--- src/thermistor_window_linearizer_core_defines.svh ---
// Assertion macros shared by the thermistor window linearizer RTL.
// Each macro expands to nothing when NO_ASSERTIONS is defined.
`ifndef THERMISTOR_WINDOW_LINEARIZER_CORE_DEFINES_SVH
`define THERMISTOR_WINDOW_LINEARIZER_CORE_DEFINES_SVH

`ifndef NO_ASSERTIONS

// Condition that must hold on every clock edge outside reset.
`define TWL_ASSERT(label, expr) \
    label: assert property (@(posedge i_clk) disable iff (!i_rst_n) (expr)) \
        else $error("twl assertion failed");

// Antecedent in a cycle implies consequent in the next.
`define TWL_ASSERT_NEXT(label, ante, cons) \
    label: assert property (@(posedge i_clk) disable iff (!i_rst_n) (ante) |=> (cons)) \
        else $error("twl assertion failed");

`else

`define TWL_ASSERT(label, expr)
`define TWL_ASSERT_NEXT(label, ante, cons)

`endif

`endif

--- src/twl_pkg.sv ---
// Types, codes and the ADC-to-temperature table of the thermistor window linearizer.
// No dependencies; used by twl_div and thermistor_window_linearizer_core.
`timescale 1ns / 1ps
`default_nettype none

package twl_pkg;

    localparam int SAMPLE_W   = 12;
    localparam int TEMP_W     = 11;

    localparam logic OP_PUSH  = 1'b0;
    localparam logic OP_READ  = 1'b1;

    localparam int TABLE_POINTS = 17;
    localparam int TBL_IDX_W    = $clog2(TABLE_POINTS);

    localparam logic [SAMPLE_W-1:0] ADC_POINTS [TABLE_POINTS] = '{
        12'd738,  12'd895,  12'd1068, 12'd1256, 12'd1455, 12'd1659,
        12'd1866, 12'd2070, 12'd2268, 12'd2457, 12'd2635, 12'd2799,
        12'd2948, 12'd3084, 12'd3206, 12'd3314, 12'd3410
    };

    localparam logic signed [TEMP_W-1:0] TEMP_POINTS [TABLE_POINTS] = '{
        -11'sd200, -11'sd150, -11'sd100, -11'sd50, 11'sd0,   11'sd50,
        11'sd100,  11'sd150,  11'sd200,  11'sd250, 11'sd300, 11'sd350,
        11'sd400,  11'sd450,  11'sd500,  11'sd550, 11'sd600
    };

    // The widest segment of the table spans 207 ADC codes and 50 tenths,
    // so the offset inside a segment fits 8 bits and the step fits 6 bits.
    localparam int SEG_DX_W = 8;
    localparam int SEG_DT_W = 6;
    localparam int NUM_W    = SEG_DX_W + SEG_DT_W;

    localparam logic signed [TEMP_W-1:0] FALLBACK_RESET = 11'sd200;

    typedef struct packed {
        logic                operation;
        logic [SAMPLE_W-1:0] sample;
    } t_in_item;

    typedef struct packed {
        logic signed [TEMP_W-1:0] temperature;
        logic                     in_range;
    } t_out_item;

    typedef struct packed {
        logic busy;
        logic done;
    } t_div_status;

endpackage

`default_nettype wire

--- src/twl_div.sv ---
// Iterative restoring divider, one quotient bit per cycle.
// Depends on twl_pkg for the status struct.
`timescale 1ns / 1ps
`default_nettype none

module twl_div #(
    parameter int N = 16
) (
    input  wire logic              i_clk,
    input  wire logic              i_rst_n,
    input  wire logic              i_start,
    input  wire logic [N-1:0]      i_dividend,
    input  wire logic [N-1:0]      i_divisor,
    output twl_pkg::t_div_status   o_status,
    output logic      [N-1:0]      o_quotient
);

    localparam int CNT_W = $clog2(N + 1);

    logic [N-1:0]     r_rem;
    logic [N-1:0]     r_quo;
    logic [N-1:0]     r_dvs;
    logic [CNT_W-1:0] r_cnt;
    logic             r_done;

    logic [N:0]       trial;
    logic             fits;

    // Shift the next dividend bit into the partial remainder and try the divisor.
    assign trial = {r_rem, r_quo[N-1]};
    assign fits  = (trial >= {1'b0, r_dvs});

    always_ff @(posedge i_clk) begin
        if (!i_rst_n) begin
            r_cnt  <= '0;
            r_done <= 1'b0;
        end else begin
            r_done <= (r_cnt == CNT_W'(1));
            if (i_start && (r_cnt == '0)) begin
                r_cnt <= CNT_W'(N);
            end else if (r_cnt != '0) begin
                r_cnt <= r_cnt - CNT_W'(1);
            end
        end
    end

    always_ff @(posedge i_clk) begin
        if (i_start && (r_cnt == '0)) begin
            r_rem <= '0;
            r_quo <= i_dividend;
            r_dvs <= i_divisor;
        end else if (r_cnt != '0) begin
            r_rem <= fits ? N'(trial - {1'b0, r_dvs}) : trial[N-1:0];
            r_quo <= {r_quo[N-2:0], fits};
        end
    end

    assign o_status.busy = (r_cnt != '0);
    assign o_status.done = r_done;
    assign o_quotient    = r_quo;

endmodule

`default_nettype wire

--- src/thermistor_window_linearizer_core.sv ---
// Top level of the thermistor window linearizer: sample window, sequencer and output register.
// Depends on twl_pkg, twl_div and thermistor_window_linearizer_core_defines.svh.
//
//  Channel  Direction  Handshake                 Payload
//  -------  ---------  ------------------------  ----------------------------------
//  in       input      i_in_valid / o_in_stall   i_in_data  (operation, sample)
//  out      output     o_out_valid / i_out_stall o_out_data (temperature, in_range)
//  cfg      input      i_cfg_valid / o_cfg_ready i_cfg_data (fallback_temperature)
//
// A push transaction leaves the sequencer idle, so the input stays ready for more items.
// A read transaction stalls the input through its steps: window reads through the single
// read port, the mean, the range check, the segment search through one compare, the setup
// of the interpolation, the division in the one-bit-per-cycle divider and the load of the
// output register.
// A mean outside the table skips the search and the division.
// Reset is synchronous and active low; it clears the window valid bits, so that
// unwritten entries read as zero, and sets the fallback register to 200.
// A result waits in the output register while i_out_stall is high; new pushes are taken
// meanwhile, and a finished read holds in its last step until the register is free.
`timescale 1ns / 1ps
`default_nettype none
`include "thermistor_window_linearizer_core_defines.svh"

module thermistor_window_linearizer_core #(
    parameter int WINDOW_SIZE = 10
) (
    input  wire logic                 i_clk,
    input  wire logic                 i_rst_n,

    input  wire logic                 i_in_valid,
    output logic                      o_in_stall,
    input  wire twl_pkg::t_in_item    i_in_data,

    output logic                      o_out_valid,
    input  wire logic                 i_out_stall,
    output twl_pkg::t_out_item        o_out_data,

    input  wire logic                 i_cfg_valid,
    output logic                      o_cfg_ready,
    input  wire logic [twl_pkg::TEMP_W-1:0] i_cfg_data
);

    localparam int SUM_W = $clog2(4095 * WINDOW_SIZE + 1);
    localparam int IDX_W = $clog2(WINDOW_SIZE + 1);
    localparam int AW    = (WINDOW_SIZE > 1) ? $clog2(WINDOW_SIZE) : 1;
    localparam int DIV_W = twl_pkg::NUM_W;
    localparam int SW    = twl_pkg::SAMPLE_W;
    localparam int TW    = twl_pkg::TEMP_W;
    localparam int TIW   = twl_pkg::TBL_IDX_W;

    // The mean is taken by a reciprocal multiplication. RECIP is 2^MEAN_K / WINDOW_SIZE
    // rounded up; its rounding error times the largest sum stays below 2^MEAN_K, so the
    // product shifted down by MEAN_K is exactly the truncated quotient.
    localparam int MEAN_K  = SUM_W + 6;
    localparam int RECIP_W = MEAN_K + 1;
    localparam int RECIP   = ((1 << MEAN_K) + WINDOW_SIZE - 1) / WINDOW_SIZE;
    localparam int MP_W    = SUM_W + RECIP_W;

    // Sequencer codes.
    localparam logic [3:0] S_IDLE   = 4'd0;
    localparam logic [3:0] S_SUM    = 4'd1;
    localparam logic [3:0] S_MEAN   = 4'd2;
    localparam logic [3:0] S_CHECK  = 4'd4;
    localparam logic [3:0] S_SEARCH = 4'd5;
    localparam logic [3:0] S_MUL    = 4'd6;
    localparam logic [3:0] S_INT    = 4'd7;
    localparam logic [3:0] S_IWAIT  = 4'd8;
    localparam logic [3:0] S_OUT    = 4'd9;

    logic [3:0]              r_state;
    logic [3:0]              n_state;

    // Sample window: a memory with one write and one read port, plus valid bits.
    logic [SW-1:0]           r_mem [WINDOW_SIZE];
    logic [WINDOW_SIZE-1:0]  r_valid;
    logic [AW-1:0]           r_wr_pos;
    logic [SW-1:0]           r_rd_data;
    logic                    r_rd_ok;
    logic                    r_rd_pend;

    logic [IDX_W-1:0]        r_idx;
    logic [SUM_W-1:0]        r_acc;
    logic [SW-1:0]           r_mean;
    logic [TIW-1:0]          r_seg;
    logic [twl_pkg::NUM_W-1:0] r_prod;
    logic [TW-1:0]           r_temp;
    logic                    r_ok;
    logic [TW-1:0]           r_fallback;

    logic                    r_out_valid;
    twl_pkg::t_out_item      r_out_data;

    logic                    in_acc;
    logic                    read_acc;
    logic                    rd_issue;
    logic [AW-1:0]           rd_addr;
    logic [MP_W-1:0]         mean_prod;
    logic                    mean_in_table;
    logic [TIW-1:0]          seg_next;
    logic [SW-1:0]           seg_dx;
    logic [TW-1:0]           seg_dt;
    logic [SW-1:0]           seg_den;
    logic                    out_free;

    logic                    div_start;
    logic [DIV_W-1:0]        div_dividend;
    logic [DIV_W-1:0]        div_divisor;
    twl_pkg::t_div_status    div_status;
    logic [DIV_W-1:0]        div_quotient;

    assign o_in_stall  = (r_state != S_IDLE);
    assign in_acc      = i_in_valid && !o_in_stall;
    assign read_acc    = in_acc && (i_in_data.operation == twl_pkg::OP_READ);
    assign o_cfg_ready = 1'b1;
    assign out_free    = !r_out_valid || !i_out_stall;

    assign rd_issue = (r_state == S_SUM) && (r_idx != IDX_W'(WINDOW_SIZE));
    assign rd_addr  = r_idx[AW-1:0];

    assign mean_prod     = MP_W'(r_acc) * MP_W'(RECIP);
    assign mean_in_table = (r_mean >= twl_pkg::ADC_POINTS[0]) &&
                           (r_mean < twl_pkg::ADC_POINTS[twl_pkg::TABLE_POINTS-1]);

    assign seg_next = TIW'(r_seg + TIW'(1));
    assign seg_dx   = r_mean - twl_pkg::ADC_POINTS[r_seg];
    assign seg_dt   = twl_pkg::TEMP_POINTS[seg_next] - twl_pkg::TEMP_POINTS[r_seg];
    assign seg_den  = twl_pkg::ADC_POINTS[seg_next] - twl_pkg::ADC_POINTS[r_seg];

    // The divider serves the segment interpolation.
    assign div_start    = (r_state == S_INT);
    assign div_dividend = r_prod;
    assign div_divisor  = DIV_W'(seg_den);

    twl_div #(
        .N (DIV_W)
    ) u_div (
        .i_clk      (i_clk),
        .i_rst_n    (i_rst_n),
        .i_start    (div_start),
        .i_dividend (div_dividend),
        .i_divisor  (div_divisor),
        .o_status   (div_status),
        .o_quotient (div_quotient)
    );

    // Window memory: written by push transactions, read once per entry during a sum.
    always_ff @(posedge i_clk) begin
        if (in_acc && (i_in_data.operation == twl_pkg::OP_PUSH)) begin
            r_mem[r_wr_pos] <= i_in_data.sample;
        end
        if (rd_issue) begin
            r_rd_data <= r_mem[rd_addr];
            r_rd_ok   <= r_valid[rd_addr];
        end
    end

    always_comb begin
        n_state = r_state;
        case (r_state)
            S_IDLE: begin
                if (read_acc) begin
                    n_state = S_SUM;
                end
            end
            S_SUM: begin
                if (!rd_issue) begin
                    n_state = S_MEAN;
                end
            end
            S_MEAN:   n_state = S_CHECK;
            S_CHECK: begin
                if (mean_in_table) begin
                    n_state = S_SEARCH;
                end else begin
                    n_state = S_OUT;
                end
            end
            S_SEARCH: begin
                if (r_mean < twl_pkg::ADC_POINTS[seg_next]) begin
                    n_state = S_MUL;
                end
            end
            S_MUL:    n_state = S_INT;
            S_INT:    n_state = S_IWAIT;
            S_IWAIT: begin
                if (div_status.done) begin
                    n_state = S_OUT;
                end
            end
            S_OUT: begin
                if (out_free) begin
                    n_state = S_IDLE;
                end
            end
            default:  n_state = S_IDLE;
        endcase
    end

    // Control state.
    always_ff @(posedge i_clk) begin
        if (!i_rst_n) begin
            r_state     <= S_IDLE;
            r_valid     <= '0;
            r_wr_pos    <= '0;
            r_rd_pend   <= 1'b0;
            r_fallback  <= twl_pkg::FALLBACK_RESET;
            r_out_valid <= 1'b0;
        end else begin
            r_state   <= n_state;
            r_rd_pend <= rd_issue;
            if (i_cfg_valid && o_cfg_ready) begin
                r_fallback <= i_cfg_data;
            end
            if (in_acc && (i_in_data.operation == twl_pkg::OP_PUSH)) begin
                r_valid[r_wr_pos] <= 1'b1;
                if (r_wr_pos == AW'(WINDOW_SIZE - 1)) begin
                    r_wr_pos <= '0;
                end else begin
                    r_wr_pos <= r_wr_pos + AW'(1);
                end
            end
            if ((r_state == S_OUT) && out_free) begin
                r_out_valid <= 1'b1;
            end else if (!i_out_stall) begin
                r_out_valid <= 1'b0;
            end
        end
    end

    // Datapath registers.
    always_ff @(posedge i_clk) begin
        case (r_state)
            S_IDLE: begin
                r_idx <= '0;
                r_acc <= '0;
            end
            S_SUM: begin
                if (rd_issue) begin
                    r_idx <= r_idx + IDX_W'(1);
                end
                if (r_rd_pend && r_rd_ok) begin
                    r_acc <= r_acc + SUM_W'(r_rd_data);
                end
            end
            S_MEAN: begin
                r_mean <= mean_prod[MEAN_K +: SW];
            end
            S_CHECK: begin
                r_seg  <= '0;
                r_temp <= r_fallback;
                r_ok   <= 1'b0;
            end
            S_SEARCH: begin
                if (!(r_mean < twl_pkg::ADC_POINTS[seg_next])) begin
                    r_seg <= seg_next;
                end
            end
            S_MUL: begin
                r_prod <= twl_pkg::NUM_W'(seg_dx[twl_pkg::SEG_DX_W-1:0]) *
                          twl_pkg::NUM_W'(seg_dt[twl_pkg::SEG_DT_W-1:0]);
            end
            S_IWAIT: begin
                if (div_status.done) begin
                    r_temp <= div_quotient[TW-1:0] + twl_pkg::TEMP_POINTS[r_seg];
                    r_ok   <= 1'b1;
                end
            end
            S_OUT: begin
                if (out_free) begin
                    r_out_data.temperature <= r_temp;
                    r_out_data.in_range    <= r_ok;
                end
            end
            default: begin
            end
        endcase
    end

    assign o_out_valid = r_out_valid;
    assign o_out_data  = r_out_data;

    // A read transaction always begins with the window sum.
    `TWL_ASSERT_NEXT(a_read_starts_sum, read_acc, r_state == S_SUM)
    // The divider is only started once the previous division has finished.
    `TWL_ASSERT(a_div_start_idle, !div_start || !div_status.busy)
    // A division completes only while the sequencer waits for it.
    `TWL_ASSERT(a_div_done_waited, !div_status.done || (r_state == S_IWAIT))
    // The segment search runs only on a mean that lies inside the table.
    `TWL_ASSERT(a_search_in_table, (r_state != S_SEARCH) || mean_in_table)

endmodule

`default_nettype wire
--- config.mk ---
export PLATFORM = sky130hd
export DESIGN_NAME = thermistor_window_linearizer_core
export DESIGN_NICKNAME = d
export VERILOG_FILES = /design/src/twl_pkg.sv /design/src/twl_div.sv /design/src/thermistor_window_linearizer_core.sv
export VERILOG_INCLUDE_DIRS = /design/src /design/src/src
export SDC_FILE = /design/constraint.sdc
export NUM_CORES = 1
export LEC_CHECK = 0
export BUFFER_PORTS_ARGS = -buffer_cell sky130_fd_sc_hd__buf_2
export CAP_MARGIN = 15
export CELL_PAD_IN_SITES_DETAIL_PLACEMENT = 1
export CELL_PAD_IN_SITES_GLOBAL_PLACEMENT = 1
export CORE_MARGIN = 2
export CORE_UTILIZATION = 53
export CTS_BUF_LIST = sky130_fd_sc_hd__clkbuf_4 sky130_fd_sc_hd__clkbuf_8
export DETAILED_ROUTE_END_ITERATION = 8
export GPL_TIMING_DRIVEN = 0
export PLACE_DENSITY_LB_ADDON = 0.1
export SLEW_MARGIN = 10
export SYNTH_ARGS = -nofsm -noshare
export SYNTH_HDL_FRONTEND = slang
export SYNTH_SLANG_ARGS = --single-unit
--- constraint.sdc ---
create_clock -name i_clk -period 9 [get_ports i_clk]
set_input_delay 1.35 -clock i_clk [delete_from_list [all_inputs] [get_ports i_clk]]
set_output_delay 1.35 -clock i_clk [all_outputs]
set_load 0.05 [all_outputs]
==> reports/qor.csv, run 1 <==
stage,metric,value,unit
final_layout,"Area growth, synth to finish",10.8,%
yosys,Syn Nets,2201,
clocking,Inserted Clock Buffers,48,
place,port bufs,41,
clocking,Root Driver,clkbuf_8,
final_layout,ANT cells,0,
yosys,post-synthesis cell type count,83,
detailed_routing,post-DR wirelength/cell,21.3,µm
clocking,Resized cells post-CTS,0,
sta,final hold viol count,0,
status,outcome,finished clean,
critical_path,reg-to-reg startpoint,r_seg[0]$_SDFFCE_PN0P_,
critical_path,Worst Path Arrival,7.75,ns
yosys,ys async rst share,0,%
place,Final HPWL DP,41200,µm
global_routing,largest net degree at the start of global routing,22,
worst_hold_path,Hold WC Path Type,reg2reg,
global_routing,vias in the first global route,15800,
detailed_routing,via count,14400,
global_routing,"Remaining Overflow, GRT",0,
sta,Final TNS setup,0,ns
global_routing,gr usage total,28.2,%
sta,final worst path period need,7.41,ns
yosys,Post-synth top flop,edfxtp_1,
critical_path,Crit path required time,9.35,ns
yosys,Syn Inst Count,1844,
detailed_routing,Detailed Route Iter0 Violations,938,
sta,final setup violation count,0,
final_layout,fin nets,2307,
critical_path,CP startpoint kind,register,
sta,fin. max-slew vios,0,
clocking,clock-pin slew on the worst setup and hold paths,0.06,ns
floorplan,die area,39500,µm²
detailed_routing,DRT Pass-1 Iters,6,
critical_path,CP Launch Point,r_seg[0]$_SDFFCE_PN0P_,
yosys,"Seq/Total Area, Yosys",39.8,%
yosys,#FFs+latches synth,283,
yosys,"Warnings, synthesis",0,
detailed_routing,vias per cell,5.75,
clocking,Clock Latency Late Sink,0.64,ns
critical_path,crit-path max FO,10,
clocking,postcts setup bufs,0,
sta,Fmax achieved,135,MHz
floorplan,Die W,199,µm
sta,Clock Skews,0.0504,ns
clocking,# clock sinks,283,
detailed_routing,Final ANT Viol Nets,0,
global_routing,initial antenna violation count,1,
final_layout,layout cell share with drive strength beyond 1,12.0,%
place,GPL Wtd Cong,0.905,
sta,worst slew pin tran,0.997,ns
clocking,TritonCTS clock tree,built,
sta,unrepaired setup endpoints after global routing,no,
floorplan,core box area,37500,µm²
floorplan,Rows,71,
worst_hold_path,hold path startpoint,r_temp[3]$_DFFE_PP_,
critical_path,Setup crit end kind,register,
clocking,Hold Buf Count CTS,0,
critical_path,CP Class,reg2reg,
run,max cap viols,0,
floorplan,die extent in y,199,µm
yosys,Post-Syn Area,20100,µm²
clocking,clk buf depth,3,
floorplan,Initial Util,53.6,%
sta,crit share post-route,82.3,%
clocking,H-tree depth,2,
yosys,count of flip-flops with a built-in enable after synthesis,233,
floorplan,I/O pin count,44,
detailed_routing,drt total wl,53300,µm
detailed_routing,drt drc,0,
sta,Rel. slew slack,32.7,%
yosys,"Avg Cell Area, Syn",10.9,µm²
global_routing,first-pass GRT wire length,85500,µm
[registers in the layout, indices dropped and copies added, names as in the netlist, 13 cells and up]
register	count
u_div.r_rem	14
u_div.o_quotient	14
r_acc	16
r_mem	120
div_dividend	13
[synth_stat cells (11+ instances only)]
master / n / area [µm²]
a31oi_1: 11 / 68.8
nand2_1: 112 / 420
mux2i_1: 31 / 310
edfxtp_1: 233 / 7000
xnor2_1: 34 / 298
a211oi_1: 23 / 173
mux4_2: 27 / 608
dfxtp_1: 50 / 1000
o21ai_0: 76 / 380
nor2_1: 146 / 548
ha_1: 220 / 2750
o21a_1: 17 / 128
nor3_1: 32 / 160
nand4_1: 11 / 68.8
a21o_1: 20 / 150
nor2b_1: 15 / 93.8
a21oi_1: 88 / 440
inv_1: 266 / 998
nand3_1: 32 / 160
mux2_2: 15 / 169
nand2b_1: 22 / 138
and2_1: 13 / 81.3
fa_1: 108 / 2160
clkbuf_1: 35 / 131
buf_2: 11 / 55.1
xor2_1: 35 / 307
[per-layer routing]
metal  vias to the layer above  track usage (%)  part of all wire, %
li1                       6687                -                    -
met1                      7259             36.3                   43
met2                       325             48.6                   49
met3                        98             4.32                  4.5
met4                         2             10.1                  2.7
met5                         -                0                0.024
[cells by family (layout without fill, tap and decap cells)]
family | Yosys count | count (layout) | share of synthesized area [%]
xor+xnor | 71 | 71 | 3.17
fa+ha+maj | 328 | 328 | 24.5
mux | 73 | 73 | 5.41
flops | 283 | 283 | 39.8
compound gates | 323 | 323 | 10.6
simple gates | 439 | 439 | 10.3
other cells | 1 | 1 | 0.0187
buf+inv | 326 | 472 | 6.20
[worst max-delay path, cell delays in order (launching register included)]
cell and delay, ns:
edfxtp_1 0.52, ha_1 0.37, inv_1 0.16, ha_1 0.30, clkbuf_1 0.38, inv_1 0.15
xnor2_1 0.30, xnor2_1 0.20, nand2_1 0.09, ha_1 0.34, a21oi_1 0.17, xor2_1 0.10
xnor2_1 0.57, or2_2 0.24, fa_1 0.43, fa_1 0.53, fa_1 0.64, inv_1 0.08
ha_1 0.30, a21o_1 0.18, a21oi_1 0.25, o21bai_1 0.10, a21oi_1 0.22, o21ai_0 0.22
mux2i_1 0.19, nor2_1 0.08
[per-stage QoR]
stage	hold slack [ns]	area, µm²	utilization, %	setup slack, ns	cells
floorplan	0.400	20100	-	2.78	1844
finish	0.417	22300	59.4	1.59	2501
CTS	0.416	22200	59.3	1.65	2500
global placement	0.407	20900	55.8	1.82	2396
global route	0.421	22300	59.4	1.20	2501
detailed placement	0.409	21100	56.3	1.80	2410
[layout by cell type, fill, tap and decap left out, types with 6 or more instances in the layout]
cell type / Yosys / final
edfxtp_1: 233 / 233
a211oi_1: 23 / 22
nor2_1: 146 / 146
nand2b_1: 22 / 22
inv_1: 266 / 266
o21bai_1: 6 / 6
xor2_1: 35 / 35
xnor2_1: 34 / 34
buf_1: 8 / 8
or2_2: 9 / 9
mux2_2: 15 / 15
or3_1: 9 / 9
ha_1: 220 / 220
clkbuf_8: 0 / 63
mux4_2: 27 / 27
a31oi_1: 11 / 11
nand4_1: 11 / 11
clkbuf_1: 35 / 35
a21oi_1: 88 / 87
o21ai_0: 76 / 75
mux2i_1: 31 / 31
clkbuf_4: 0 / 16
buf_2: 11 / 52
dfxtp_1: 50 / 50
nor3_2: 0 / 7
buf_4: 2 / 13
o211ai_1: 7 / 7
and2_1: 13 / 13
nor3_1: 32 / 25
nor2b_1: 15 / 15
nand3_1: 32 / 32
o21a_1: 17 / 17
nand2_1: 112 / 112
nor4_1: 10 / 8
a21o_1: 20 / 20
o311ai_0: 7 / 7
fa_1: 108 / 108
[layout make-up]
cell class / count / area (µm²)
sequential: 283 / 8000
timing repair buffer: 56 / 330
fill: 3977 / 15200
clock buffer: 79 / 987
tap: 511 / 639
inverter: 270 / 1010
buffer: 56 / 231
multi-input combinational: 1235 / 10900
clock inverter: 11 / 148
[final timing paths]
check	to	slack [ns]	depth (start not counted)
worst max-delay path	div_dividend[13]$_DFFE_PP_	1.59	25
worst min-delay path	o_out_data[4]$_DFFE_PP_	0.42	0
worst max register to register	div_dividend[13]$_DFFE_PP_	1.59	25
worst min register to register	o_out_data[4]$_DFFE_PP_	0.42	0
Power of run 1 is left out: the tool's default activity adds up to more than one toggle a clock period on the data nets, which glitch-free logic cannot reach.
==> inputs of run 2 (changes only) <==
--- a/config.mk
+++ b/config.mk
@@ -11,7 +11,7 @@
 export CELL_PAD_IN_SITES_DETAIL_PLACEMENT = 1
 export CELL_PAD_IN_SITES_GLOBAL_PLACEMENT = 1
 export CORE_MARGIN = 2
-export CORE_UTILIZATION = 53
+export CORE_UTILIZATION = 48
 export CTS_BUF_LIST = sky130_fd_sc_hd__clkbuf_4 sky130_fd_sc_hd__clkbuf_8
 export DETAILED_ROUTE_END_ITERATION = 8
 export GPL_TIMING_DRIVEN = 0
==> constraint.sdc (replaced) <==
create_clock -name i_clk -period 6.5 [get_ports i_clk]
set_input_delay 0.975 -clock i_clk [delete_from_list [all_inputs] [get_ports i_clk]]
set_output_delay 0.975 -clock i_clk [all_outputs]
set_load 0.05 [all_outputs]
==> run 2 against run 1 <==
Effect of this change:
- flip-flop and latch count unchanged
- clock skew down 0.032 ns
- global-route usage down 4.5 points
- setup slack worse by 1.3 ns
- non-clock buffer count up 21
- fmax up 20%
- design area up 0.85%
- first-iteration DRC count down 27%
- sequential share of layout area down 0.30 points
- clock-buffer cell count down 11
- wire length down 5.2%
- critical endpoint unchanged
- cell count up 1.6%
==> reports/qor.csv, run 2 (synthesis results as in run 1) <==
stage,metric,value,unit,change
status,outcome,finished clean,,
sta,worst slew pin tran,0.963,ns,-0.0342 ns
run,max cap viols,0,,unchanged
place,Final HPWL DP,39700,µm,-3.7%
detailed_routing,drt drc,0,,unchanged
global_routing,gr usage total,23.7,%,-4.5 points
final_layout,"Area growth, synth to finish",11.7,%,
place,port bufs,41,,unchanged
clocking,# clock sinks,283,,unchanged
clocking,Inserted Clock Buffers,47,,-2.1%
final_layout,Layout Cells excl Fill,2541,,+1.6%
clocking,Root Driver,clkbuf_8,,
detailed_routing,vias per cell,5.54,,-3.6%
final_layout,most frequent cells in the layout,"inv_1, edfxtp_1, ha_1, nor2_1, nand2_1",,
worst_hold_path,hold path startpoint,r_ok$_DFFE_PP_,,
critical_path,CP startpoint kind,register,,
critical_path,CP Class,reg2reg,,
final_layout,layout cell share with drive strength beyond 1,14.0,%,+2.1 points
clocking,clk buf depth,3,,unchanged
global_routing,initial antenna violation count,0,,-1
floorplan,core box area,41100,µm²,+9.7%
critical_path,Setup crit end kind,register,,
final_layout,Largest regs,"r_mem x120, r_acc x16",,
detailed_routing,WL met3,1610,µm,-32%
detailed_routing,Detailed Route Iter0 Violations,684,,-27%
detailed_routing,drt total wl,50600,µm,-5.2%
sta,final hold viol count,0,,unchanged
critical_path,crit-path max FO,10,,unchanged
global_routing,largest net degree at the start of global routing,22,,unchanged
clocking,clock-pin slew on the worst setup and hold paths,0.06,ns,about the same
global_routing,vias in the first global route,15200,,-3.6%
clocking,TritonCTS clock tree,built,,
floorplan,Initial Util,48.9,%,-4.7 points
final_layout,max FFs per register,120,,unchanged
floorplan,Die W,209,µm,+5.0%
critical_path,flop-to-flop setup slack,0.31,ns,-1.29 ns
final_layout,Biggest register,r_mem,,
critical_path,Worst Path Arrival,6.56,ns,-1.19 ns
detailed_routing,DR WL met2,25600,µm,-2.9%
worst_hold_path,Hold WC Path Type,reg2reg,,
sta,Rel. slew slack,35.6,%,+2.9 points
clocking,H-tree depth,2,,unchanged
floorplan,Rows,74,,+4.2%
worst_hold_path,hold path depth,0,,unchanged
sta,crit share post-route,95.3,%,+13 points
critical_path,Worst R2R Path Depth,26,,+4.0%
place,GPL Wtd Cong,0.875,,-3.3%
final_layout,Reg area,8000,µm²,unchanged
critical_path,CP Launch Point,r_seg[1]$_SDFFCE_PN0P_,,
detailed_routing,Max Used Layer,met4,,
worst_hold_path,Hold Path End,o_out_data[0]$_DFFE_PP_,,
detailed_routing,post-DR wirelength/cell,19.9,µm,-6.7%
floorplan,die area,43500,µm²,+10%
global_routing,"Remaining Overflow, GRT",0,,unchanged
sta,final setup violation count,0,,unchanged
floorplan,I/O pin count,44,,unchanged
sta,final worst path period need,6.19,ns,-1.21 ns
critical_path,RR Endpoint,div_dividend[13]$_DFFE_PP_,,
sta,Clock Skews,0.0185,ns,-0.0319 ns
sta,fin. max-slew vios,0,,unchanged
detailed_routing,WL met1,22200,µm,-4.0%
global_routing,first-pass GRT wire length,81600,µm,-4.6%
critical_path,Crit path required time,6.87,ns,-2.48 ns
final_layout,"most common cell after layout, fill and taps aside",inv_1,,
clocking,Clock Latency Late Sink,0.63,ns,about the same
final_layout,fin nets,2327,,+0.87%
final_layout,footprint of the multi-input gates,11000,µm²,+1.2%
detailed_routing,DRT Pass-1 Iters,4,,-2
critical_path,reg-to-reg startpoint,r_seg[1]$_SDFFCE_PN0P_,,
sta,Fmax achieved,161,MHz,+20%
place,DP Cell Count,2430,,+0.83%
detailed_routing,via count,14100,,-2.0%
final_layout,filler cell count,4444,,+12%
detailed_routing,Final ANT Viol Nets,0,,unchanged
floorplan,die extent in y,209,µm,+5.0%
[run 2: changes by cell type in the layout (fill, tap and decap cells not counted), sizes merged, moves of 3 or more]
| cell | delta |
|---|---|
| buf | +21 |
| clkinvlp | +3 |
| bufinv | -3 |
| clkbuf | -11 |
| clkinv | +9 |
[run 2: worst max-delay path, cell delays in order (launching register included)]
cell and delay (ns):
edfxtp_1 0.48, buf_6 0.17, inv_1 0.10, ha_2 0.36, buf_6 0.17, clkinvlp_4 0.17, nor2_4 0.16, inv_1 0.07
fa_1 0.46, inv_1 0.07, a21o_1 0.11, a21oi_1 0.08, xor2_1 0.17, xnor2_2 0.18, or2_2 0.30, fa_1 0.48
fa_1 0.51, fa_2 0.57, inv_1 0.05, ha_1 0.29, a21o_1 0.20, a21oi_2 0.17, o21bai_1 0.09, a21oi_2 0.20
o21ai_2 0.11, mux2i_1 0.15, nor2_1 0.07
[run 2: layout make-up]
type,count,share of cell area [%]
well taps,532,2.97
repair buffers,78,2.19
multi-input cells,1235,49.2
clock buffers,68,3.78
inverters,270,4.56
diodes,1,0.0111
plain buffers,55,1.15
clock inverters,19,0.535
flip-flops and latches,283,35.6
[run 2: timing repair]
| action | in CTS | in global routing |
|---|---|---|
| gates resized for setup | 18 | 30 |
| hold buffers | 0 | 0 |
| setup endpoints to repair | 7 | 8 |
| pin swaps | 0 | 7 |
| buffers inserted | 3 | 20 |
[run 2: worst max path at each step]
stage	cells after the start	to	slack [ns]
2_1_floorplan	25	div_dividend[13]$_DFFE_PP_	0.28
3_3_place_gp	25	div_dividend[13]$_DFFE_PP_	-0.81
3_5_place_dp	25	div_dividend[13]$_DFFE_PP_	-0.79
4_1_cts	26	div_dividend[13]$_DFFE_PP_	0.03
5_1_grt	26	div_dividend[13]$_DFFE_PP_	-0.07
6_report	26	div_dividend[13]$_DFFE_PP_	0.31
[run 2: routing by layer]
layer  vias up  global-route usage (%)
li1       6734                       -
met1      7060                    30.6
met2       221                    41.9
met3        65                    3.04
met4         0                    7.09
met5         -                       0
[run 2: stage by stage]
| stage | cell area [µm²] | TNS (ns) | hold WS (ns) | utilization [%] | worst slack, ns |
|---|---|---|---|---|---|
| global placement | 21000 | -3.35 | 0.403 | 51.0 | -0.813 |
| detailed placement | 21100 | -3.16 | 0.406 | 51.4 | -0.790 |
| CTS | 22200 | 0 | 0.421 | 54.0 | 0.0274 |
| global route | 22400 | -0.118 | 0.428 | 54.6 | -0.0655 |
| floorplan | 20100 | 0 | 0.400 | - | 0.282 |
| finish | 22400 | 0 | 0.421 | 54.6 | 0.306 |
Power of run 2 is left out for the same reason.
==> inputs of run 3 (changes only) <==
--- a/config.mk
+++ b/config.mk
@@ -10,7 +10,6 @@
 export CAP_MARGIN = 15
 export CELL_PAD_IN_SITES_DETAIL_PLACEMENT = 1
 export CELL_PAD_IN_SITES_GLOBAL_PLACEMENT = 1
-export CORE_MARGIN = 2
 export CORE_UTILIZATION = 48
 export CTS_BUF_LIST = sky130_fd_sc_hd__clkbuf_4 sky130_fd_sc_hd__clkbuf_8
 export DETAILED_ROUTE_END_ITERATION = 8
==> run 3 against run 2 <==
Effect of this change:
- clock skew up 0.0064 ns
- non-clock buffer count up 3
- global-route usage rose by 0.81 points
- highest routed layer unchanged
- clock-buffer cell count decreased by 8
==> reports/qor.csv, run 3 (synthesis results as in run 1) <==
stage,metric,value,unit,change
sta,worst slew pin tran,1.12,ns,+0.156 ns
place,port bufs,41,,unchanged
detailed_routing,post-DR wirelength/cell,20.2,µm,+1.7%
clocking,Hold Buf Count CTS,0,,unchanged
floorplan,core box area,41000,µm²,-0.23%
worst_hold_path,Hold WC Path Type,reg2reg,,
status,outcome,finished clean,,
detailed_routing,Detailed Route Iter0 Violations,595,,-13%
sta,fin. max-slew vios,0,,unchanged
final_layout,most frequent cells in the layout,"inv_1, edfxtp_1, ha_1, nor2_1, nand2_1",,
critical_path,Setup crit end kind,register,,
critical_path,CP Class,reg2reg,,
detailed_routing,drt drc,0,,unchanged
place,Final HPWL DP,40300,µm,+1.6%
sta,final setup violation count,0,,unchanged
floorplan,Rows,74,,unchanged
floorplan,die extent in y,207,µm,-0.96%
clocking,Root Driver,clkbuf_8,,
clocking,clock-pin slew on the worst setup and hold paths,0.06,ns,about the same
clocking,H-tree depth,2,,unchanged
clocking,Inserted Clock Buffers,50,,+6.4%
floorplan,die area,42700,µm²,-1.9%
detailed_routing,Final ANT Viol Nets,0,,unchanged
clocking,# clock sinks,283,,unchanged
global_routing,vias in the first global route,15200,,-0.066%
final_layout,"Area growth, synth to finish",11.9,%,
floorplan,Die W,207,µm,-0.96%
sta,Fmax achieved,157,MHz,-2.8%
final_layout,"most common cell after layout, fill and taps aside",inv_1,,
sta,final hold viol count,0,,unchanged
floorplan,I/O pin count,44,,unchanged
global_routing,gr usage total,24.5,%,+0.81 points
clocking,Clock Latency Late Sink,0.62,ns,about the same
final_layout,layout cell share with drive strength beyond 1,13.8,%,-0.24 points
clocking,TritonCTS clock tree,built,,
global_routing,largest net degree at the start of global routing,22,,unchanged
sta,crit share post-route,98.0,%,+2.7 points
place,GPL Wtd Cong,0.890,,+1.7%
detailed_routing,vias per cell,5.60,,+1.0%
detailed_routing,DRT Pass-1 Iters,5,,+1
sta,Clock Skews,0.0249,ns,+0.00639 ns
final_layout,ANT cells,0,,-1
sta,Hold Slack,0.421,ns,-0.0000990 ns
global_routing,first-pass GRT wire length,81100,µm,-0.61%
critical_path,CP startpoint kind,register,,
run,max cap viols,0,,unchanged
clocking,clk buf depth,3,,unchanged
sta,Rel. slew slack,25.2,%,-10 points
global_routing,initial antenna violation count,1,,+1
final_layout,Biggest register,r_mem,,
global_routing,"Remaining Overflow, GRT",0,,unchanged
critical_path,Worst Path Arrival,6.73,ns,+0.17 ns
final_layout,fin nets,2333,,+0.26%
floorplan,Initial Util,49.0,%,+0.11 points
detailed_routing,via count,14300,,+1.2%
final_layout,max FFs per register,120,,unchanged
final_layout,Largest regs,"r_mem x120, r_acc x16",,
sta,final worst path period need,6.37,ns,+0.177 ns
critical_path,Crit path required time,6.86,ns,about the same
critical_path,crit-path max FO,10,,unchanged
detailed_routing,drt total wl,51500,µm,+1.9%
run 3: changes by cell type in the layout (fill, tap and decap cells not counted), sizes merged, moves of 2 or more:
| cell | before | now |
|---|---|---|
| clkinv | 16 | 27 |
| buf | 97 | 102 |
| bufinv | 0 | 2 |
| clkbuf | 104 | 94 |
run 3: stage by stage:
stage | utilization [%] | cell area [µm²] | std cells | setup slack [ns] | TNS (ns)
2_1_floorplan | - | 20100 | 1844 | 0.282 | 0
3_5_place_dp | 51.5 | 21100 | 2430 | -0.947 | -4.12
3_3_place_gp | 51.1 | 21000 | 2417 | -0.838 | -3.42
4_1_cts | 54.1 | 22200 | 2522 | 0.00202 | 0
5_1_grt | 54.8 | 22500 | 2546 | -0.0861 | -0.214
6_report | 54.8 | 22500 | 2546 | 0.129 | 0
run 3: what timing repair did:
action / CTS / global route
endpoints found under the setup margin: 7 / 8
pin swaps: 0 / 4
gates resized for setup: 14 / 31
gates cloned: 0 / 1
setup buffers: 3 / 23
run 3: metal layers:
layer  up-vias  wire [µm]  global-route usage [%]
li1       6755          -                       -
met1      7215      22300                    31.0
met2       211      26800                    44.2
met3        69       1400                    2.95
met4         0       1020                    6.43
met5         -          0                       0
run 3: final cells by class:
class,instances,area (µm²)
multi-input cells,1235,11000
repair buffers,81,514
inverters,270,1020
clock buffers,60,782
plain buffers,55,254
well taps,532,666
flip-flops and latches,283,8000
clock inverters,30,204
fillers,4475,18500
run 3: path summary, 6_finish.rpt:
path	cells after the start	slack (ns)	start	to
worst min-delay path	0	0.42	r_temp[0]$_DFFE_PP_	o_out_data[1]$_DFFE_PP_
worst max register to register	25	0.13	r_seg[0]$_SDFFCE_PN0P_	div_dividend[13]$_DFFE_PP_
worst min register to register	0	0.42	r_temp[0]$_DFFE_PP_	o_out_data[1]$_DFFE_PP_
worst max-delay path	25	0.13	r_seg[0]$_SDFFCE_PN0P_	div_dividend[13]$_DFFE_PP_
run 3: worst max-delay path: stages, from the launching register on:
cell      delay (ns)
edfxtp_1        0.45
buf_4           0.16
ha_4            0.18
inv_1           0.14
ha_4            0.39
inv_1           0.11
xnor2_2         0.24
xnor2_1         0.15
nand2_1         0.09
ha_1            0.35
a21oi_1         0.17
xor2_1          0.24
xnor2_2         0.11
or2_2           0.31
fa_1            0.51
fa_1            0.52
fa_2            0.57
inv_1           0.05
ha_1            0.28
a21o_1          0.19
a21oi_2         0.20
o21bai_1        0.11
a21oi_2         0.20
o21ai_1         0.15
mux2i_1         0.17
nor2_1          0.06
Power of run 3 is left out for the same reason.
